<file path="src/hdl/mks_pkg.sv">
// Package for the 4x4 keypad scanner: widths, reset values and the key code table.
package mks_pkg;

   localparam int unsigned ROWS        = 4;
   localparam int unsigned COLS        = 4;
   localparam int unsigned ROW_W       = 2;
   localparam int unsigned SETTLE_W    = 16;
   localparam int unsigned KEY_W       = 7;
   localparam int unsigned REQ_DATA_W  = 8;
   localparam int unsigned RSP_DATA_W  = 16;

   localparam logic [SETTLE_W-1:0] SETTLE_RESET = 16'd5000;

   typedef logic [KEY_W-1:0] key_type;

   // One result word as it leaves the scanner.
   typedef struct packed {
      logic          scan_done;
      key_type       key_code;
      logic [ROWS-1:0] row_drive;
   } rsp_word_type;

   // Key codes, row by row, column 0 in the lowest slot.
   localparam key_type KEY_TABLE [ROWS][COLS] = '{
      '{7'd7,  7'd8, 7'd9,   7'd119},
      '{7'd4,  7'd5, 7'd6,   7'd124},
      '{7'd1,  7'd2, 7'd3,   7'd57},
      '{7'd94, 7'd0, 7'd121, 7'd113}
   };

   function automatic key_type key_lookup(input logic [ROW_W-1:0] row,
                                          input logic [ROW_W-1:0] col);
      return KEY_TABLE[row][col];
   endfunction

endpackage

</file>
<file path="src/hdl/matrix_keypad_scanner.sv">
// Top level of the 4x4 keypad scanner: row sequencing, column sampling, output skid.
//
//   channel | direction | payload                                   | handshake
//   --------+-----------+-------------------------------------------+------------------
//   req     | in        | tdata[3:0] column_levels                  | tvalid / tready
//   rsp     | out       | tdata[3:0] row_drive, [10:4] key_code;    | tvalid / tready
//           |           | tlast scan_done                           |
//   csr     | in        | wdata settle_ticks                        | we, no wait
//
// One word per clock while req_tready is high: the scan state updates in the cycle a req
// word is accepted and its result is registered at the same edge.
// A two-entry output (result register plus skid register) keeps req_tready high while
// one result waits; req_tready drops only when both entries hold results.
// Synchronous active-high reset: row 0 driven, settle count and key code zero,
// settle_ticks 5000. Write the CSR only while no word is in flight.
module matrix_keypad_scanner (
   input  logic                            clock,
   input  logic                            reset,
   // configuration
   input  logic                            csr_we,
   input  logic [mks_pkg::SETTLE_W-1:0]    csr_wdata,   // settle_ticks
   // tick stream
   input  logic                            req_tvalid,
   output logic                            req_tready,
   input  logic [mks_pkg::REQ_DATA_W-1:0]  req_tdata,   // [3:0] column_levels, rest zero
   // result stream
   output logic                            rsp_tvalid,
   input  logic                            rsp_tready,
   output logic [mks_pkg::RSP_DATA_W-1:0]  rsp_tdata,   // [3:0] row_drive, [10:4] key_code
   output logic                            rsp_tlast    // scan_done
);

   // scan state
   logic [mks_pkg::SETTLE_W-1:0]  settle_ticks_ff;
   logic [mks_pkg::ROW_W-1:0]     row_index_ff, row_index_in;
   logic [mks_pkg::SETTLE_W-1:0]  settle_count_ff, settle_count_in;
   mks_pkg::key_type              held_key_ff, held_key_in;

   // output register and skid entry
   mks_pkg::rsp_word_type         out_word_ff, out_word_in;
   logic                          out_valid_ff, out_valid_in;
   mks_pkg::rsp_word_type         skid_word_ff, skid_word_in;
   logic                          skid_valid_ff, skid_valid_in;

   logic                          accept;
   logic                          sample;
   logic [mks_pkg::SETTLE_W:0]    ticks;
   logic [mks_pkg::COLS-1:0]      cols;
   mks_pkg::rsp_word_type         new_word;

   assign req_tready = !skid_valid_ff;
   assign accept     = req_tvalid && req_tready;
   assign cols       = req_tdata[mks_pkg::COLS-1:0];

   // Sample on the tick that brings the count up to the settle time; zero acts as one.
   assign ticks  = {1'b0, settle_count_ff} + {{mks_pkg::SETTLE_W{1'b0}}, 1'b1};
   assign sample = (settle_ticks_ff == '0) || (ticks >= {1'b0, settle_ticks_ff});

   always_comb begin
      held_key_in     = held_key_ff;
      row_index_in    = row_index_ff;
      settle_count_in = settle_count_ff;
      if (sample) begin
         // highest active column of this row wins
         for (int j = 0; j < mks_pkg::COLS; j++) begin
            if (cols[j]) begin
               held_key_in = mks_pkg::key_lookup(row_index_ff, mks_pkg::ROW_W'(j));
            end
         end
         row_index_in    = row_index_ff + mks_pkg::ROW_W'(1);
         settle_count_in = '0;
      end else begin
         settle_count_in = ticks[mks_pkg::SETTLE_W-1:0];
      end
   end

   always_comb begin
      new_word.row_drive = mks_pkg::ROWS'(1) << row_index_ff;
      new_word.key_code  = held_key_in;
      new_word.scan_done = sample && (row_index_ff == mks_pkg::ROW_W'(mks_pkg::ROWS - 1));
   end

   // Output pair: refill the result register from the skid first, else from a new word.
   always_comb begin
      out_word_in   = out_word_ff;
      out_valid_in  = out_valid_ff;
      skid_word_in  = skid_word_ff;
      skid_valid_in = skid_valid_ff;
      if (!out_valid_ff || rsp_tready) begin
         if (skid_valid_ff) begin
            out_word_in   = skid_word_ff;
            out_valid_in  = 1'b1;
            skid_valid_in = 1'b0;
         end else begin
            out_word_in  = new_word;
            out_valid_in = accept;
         end
      end else if (accept) begin
         // hold the stalled result, park the new one
         skid_word_in  = new_word;
         skid_valid_in = 1'b1;
      end
   end

   always_ff @(posedge clock) begin
      if (reset) begin
         settle_ticks_ff <= mks_pkg::SETTLE_RESET;
         row_index_ff    <= '0;
         settle_count_ff <= '0;
         held_key_ff     <= '0;
         out_valid_ff    <= 1'b0;
         skid_valid_ff   <= 1'b0;
      end else begin
         if (csr_we) begin
            settle_ticks_ff <= csr_wdata;
         end
         if (accept) begin
            row_index_ff    <= row_index_in;
            settle_count_ff <= settle_count_in;
            held_key_ff     <= held_key_in;
         end
         out_valid_ff  <= out_valid_in;
         skid_valid_ff <= skid_valid_in;
      end
   end

   always_ff @(posedge clock) begin
      out_word_ff  <= out_word_in;
      skid_word_ff <= skid_word_in;
   end

   assign rsp_tvalid = out_valid_ff;
   assign rsp_tdata  = {{(mks_pkg::RSP_DATA_W - mks_pkg::ROWS - mks_pkg::KEY_W){1'b0}},
                        out_word_ff.key_code, out_word_ff.row_drive};
   assign rsp_tlast  = out_word_ff.scan_done;

   // skid entry is only ever filled behind a held result
   a_skid_behind_out: assert property (@(posedge clock) disable iff (reset)
      skid_valid_ff |-> out_valid_ff)
      else $error("skid entry valid with empty result register");

   // every shown word drives exactly one row
   a_row_onehot: assert property (@(posedge clock) disable iff (reset)
      out_valid_ff |-> $onehot(out_word_ff.row_drive))
      else $error("row drive not one-hot");

   // end of pass is flagged only on the last row
   a_done_last_row: assert property (@(posedge clock) disable iff (reset)
      (out_valid_ff && out_word_ff.scan_done) |-> out_word_ff.row_drive[mks_pkg::ROWS-1])
      else $error("scan_done on a row other than the last");

   // the scan only moves on accepted ticks
   a_state_holds: assert property (@(posedge clock) disable iff (reset)
      !accept |=> ($stable(row_index_ff) && $stable(settle_count_ff) && $stable(held_key_ff)))
      else $error("scan state moved without an accepted tick");

   // the key code changes only on a sampling tick
   a_key_on_sample: assert property (@(posedge clock) disable iff (reset)
      (accept && !sample) |=> $stable(held_key_ff))
      else $error("key code changed between samples");

endmodule

</file>
<file path="config.mk">
export PLATFORM = sky130hd
export DESIGN_NAME = matrix_keypad_scanner
export DESIGN_NICKNAME = d
export VERILOG_FILES = /design/src/hdl/mks_pkg.sv /design/src/hdl/matrix_keypad_scanner.sv
export SDC_FILE = /design/constraint.sdc
export NUM_CORES = 1
export LEC_CHECK = 0
export ABC_AREA = 1
export BUFFER_PORTS_ARGS = -buffer_cell sky130_fd_sc_hd__buf_2
export CORE_UTILIZATION = 55
export CTS_BUF_LIST = sky130_fd_sc_hd__clkbuf_4 sky130_fd_sc_hd__clkbuf_8
export DETAILED_ROUTE_END_ITERATION = 8
export PLACE_DENSITY = 0.81
export SKIP_CTS_REPAIR_TIMING = 1
export SKIP_LAST_GASP = 1
export SYNTH_ARGS = -nofsm -noshare
export SYNTH_HDL_FRONTEND = slang
export SYNTH_SLANG_ARGS = --single-unit
</file>
<file path="constraint.sdc">
create_clock -name clock -period 2.8 [get_ports clock]
set_clock_uncertainty 0.05 [all_clocks]
set_input_delay 0.42 -clock clock [delete_from_list [all_inputs] [get_ports clock]]
set_output_delay 0.42 -clock clock [all_outputs]
set_load 0.005 [all_outputs]
</file>
==> results by stage <==
Setup path:
- The worst register-to-register path begins at settle_count_ff[2]$_SDFFE_PP0P_.
- The worst path required time is around 2900 ps.
- STA classifies the critical path endpoint as a register.
- The setup path with the least slack is of type register to register.
- The top fanout value on the critical path is 7.
- The start point of the critical path is settle_count_ff[2]$_SDFFE_PP0P_.
- STA classifies the critical path startpoint as a register.
- STA puts the critical path data arrival time at roughly 3000 ps.

Clock tree:
- The CTS buffer count is 9.
- The clock passes through at most 2 buffers.
- The clock latency on the worst-skew pair is roughly 360 ps.
- Counting every sink on the clock net gives 67.
- The clock root buffer master is clkbuf_8.
- The CTS tree is yes.
- The post-CTS clock slew at the launch and capture registers of the worst setup and hold paths is about 80 ps.
- CTS built an H-tree with a depth of 3.

Layout:
- The repair_antennas step left the layout with diodes totalling 0.
- The filler cells instantiated in the layout total 501.
- The storage element area is 0.001597 mm2.
- The ratio of cells with drive above 1 in the final layout is between 20% and 30%.
- In the final layout, the multi-input gates occupy around 0.0022 mm2.
- The library cell used most frequently in the layout, excluding fill and tap cells, is nand2_1.
- The final standard cell area without fillers is a little under 0.005 mm2.
- At the end of the flow, the number of nets in the layout was 629.
- Relative to the synthesized area, the layout overhead comes to 24.71%.
- In the layout the commonest cells are nand2_1 (100), inv_1 (68), buf_2 (38).
- The finished layout holds 678 standard cells, fillers aside.

Job:
- Across the run, the number of max-cap violations was 0.

Place:
- At the end of routability-driven placement, the weighted congestion stood at 0.8952.
- The half-perimeter wire length of the detailed placement result is between 6000 and 7000 um.
- The instance count after placement with tap cells included is 650.
- The minimum setup slack after placement is -163.6 ps.
- During placement, the flow inserted port buffers numbering 38.
- After detailed placement, the total cell area comes to approximately 0.0043 mm2.

Global routing:
- The number of antenna violations at the first check in global routing is 0.
- Entering global routing, the biggest net connects 29 pins.
- The via count of the first global-routing pass was 3123.
- The global-route total usage across every layer is around a quarter.
- The first global-routing pass estimated about 14000 um of wire.
- Summed over all layers, the global routing overflow is 0.

Timing:
- The minimum period implied by the final worst setup slack is roughly 3000 ps.
- Setup repair after global routing could not meet its margin everywhere.
- The portion of the clock cycle consumed by the worst path in the final layout is 107.5%.
- The count of endpoints failing setup in the final report is 39.
- The worst-margin pin slew is 550.8 ps.
- Static timing analysis puts the maximum clock frequency at between 300 and 400 MHz.
- The hold violation count in the final report was 0.
- The final-report max-slew violation count is 0.
- In the post-route analysis, the smallest setup slack over all paths is -208.7 ps.
- The worst relative slew slack is roughly 63%.

Synth:
- Summing the sequential cell areas from Yosys gives 40.24% of the chip area.
- dfxtp_1 takes more of the synthesized area than any other cell.
- The mean post-synth cell area is around 7.6 um2.
- The synthesized design contains 67 register bits.
- The Yosys step of the flow raised 0 warnings.
- The mapped cell area is roughly 0.0039 mm2.
- The netlist uses 37 different library cells.
- After synthesis, the cell types taking the most area are dfxtp_1 (22%), edfxtp_1 (18%), nand2_1 (11%).
- The number of cells produced by synthesis is between 500 and 600.
- Summed over its instances, the top area cell type makes up a little over a fifth of the synthesized netlist area.

Power:
- For this design the static power due to leakage is between 2 and 2.5 nW.
- VDD sags by at most about 0.36 mV.
- Power spread over the standard cell area amounts to roughly 430 mW/mm2.

Worst hold path:
- The hold path startpoint is csr_wdata[9].
- The kind of path behind the tightest hold check is input pin to register.

Route:
- The detail-routed via count per cell is 5.627.
- In the routed design, unresolved DRC markers number 0.
- The iteration count of the initial detailed-routing pass is 6.
- The final antenna-violating net count is 0.
- The routed layout has 3815 vias.
- The final wirelength is between 10000 and 15000 um.
- The iteration-0 DRC count of the detailed router is around 400.
- The post-detailed-route wirelength per cell is approximately 15 um.

Floorplanning:
- 48 I/O pins were placed.
- The number of rows created at floorplan is 30.
- The floorplan core area is just under 0.007 mm2.
- The area of the die is about 0.0075 mm2.
- The initial standard-cell utilization of the core is a little under three fifths.
- The floorplan step set the die height to about 87 um.
- In this run the horizontal extent of the chip is around 87 um.

Status:
- The checks that failed: negative setup slack.
- The run finished, with violations left.
[worst paths after layout]
kind | endpoint | slack, ps | cells past startpoint
worst max-delay path | rsp_tdata[6]$_DFFE_PN_ | -210 | 19
worst min-delay path | settle_ticks_ff[9]$_SDFFE_PP1P_ | 230 | 3
worst max register to register | rsp_tdata[6]$_DFFE_PN_ | -210 | 19
worst min register to register | held_key_ff[6]$_SDFFE_PP0P_ | 420 | 2
[worst max-delay path, cell delays in order (launching register included)]
cell and delay, ps:
dfxtp_2 380, inv_1 80, nor2_2 150, nand2_2 90
nor2_4 140, nand2_1 110, xor2_2 190, inv_1 90
ha_1 280, nand2_1 90, inv_1 60, nand2_2 80
nor2_2 50, a21oi_1 230, nand3_2 130, nand2_4 150
buf_6 140, nand3b_1 110, nand3_1 90, nand2_1 80
[report_power, final]
group          total [mW]  switching, mW  internal, mW
logic               0.207          0.130        0.0765
registers            1.05         0.0147          1.03
clock network       0.860          0.434         0.427
[final cells by class]
type	count	area share [%]
Multi-Input combinational cell	355	45.67
Sequential cell	67	32.58
Timing Repair Buffer	72	9.548
Inverter	72	5.514
Clock buffer	9	2.527
Tap cell	96	2.451
Clock inverter	7	1.710
[cell families (layout without fill, tap and decap cells)]
family | after synthesis | count (layout) | synth area share, %
buf+inv | 97 | 160 | 11.72
fa+ha+maj | 23 | 23 | 7.323
compound gates | 84 | 84 | 11.40
simple gates | 231 | 232 | 26.77
xor+xnor | 11 | 11 | 2.452
flops | 67 | 67 | 40.24
other cells | 1 | 5 | 0.09542
[layer usage]
layer	up-vias	GRT usage (%)	part of all wire [%]
met5	-	0	0
met4	0	6.970	5.1
met3	75	5.333	8.9
met2	245	39.83	47
met1	1716	32.71	39
li1	1779	-	-
[Yosys cell counts]
cell type,instances
dfxtp_1,43
nand2_4,1
nor3_1,1
conb_1,1
nand3_2,2
buf_2,3
o21bai_1,2
clkbuf_1,8
a22oi_1,2
edfxtp_1,24
nor2_1,45
nand3b_4,1
o21ai_0,30
buf_4,5
o211ai_1,1
nand3b_1,10
a21oi_1,41
nor3_4,1
o21ai_1,1
inv_1,72
nand3_1,42
ha_1,23
nor2_4,1
a31oi_1,3
a211oi_1,1
dlygate4sd3_1,1
and2_1,7
o21a_1,1
xnor2_1,2
a21o_1,1
a311oi_1,1
nand2_1,112
nor2_2,4
xor2_1,9
nand4_1,4
buf_6,5
clkbuf_8,3
[state kept, by name (all words and copies together) (netlist names)]
signal and count:
row_index_ff 2, skid_valid_ff 1, settle_ticks_ff 16, rsp_tdata 11
held_key_ff 7, settle_count_ff 16, skid_word_ff 12, rsp_tlast 1
rsp_tvalid 1
[metrics by stage]
| step | power, mW | hold WS (ps) | utilization [%] | TNS [ps] |
|---|---|---|---|---|
| 2_1_floorplan | 1.192 | 395.6 | - | 0 |
| 4_1_cts | 2.084 | 223.0 | 65.48 | -3414 |
| 5_1_grt | 2.184 | 236.8 | 71.74 | -11090 |
| 6_report | 2.115 | 228.5 | 71.74 | -3663 |
| 3_5_place_dp | 1.244 | 415.3 | 62.44 | -2260 |
| 3_3_place_gp | 1.237 | 404.9 | 62.44 | -681.4 |
Note: power is estimated with default switching activity, not from simulation.
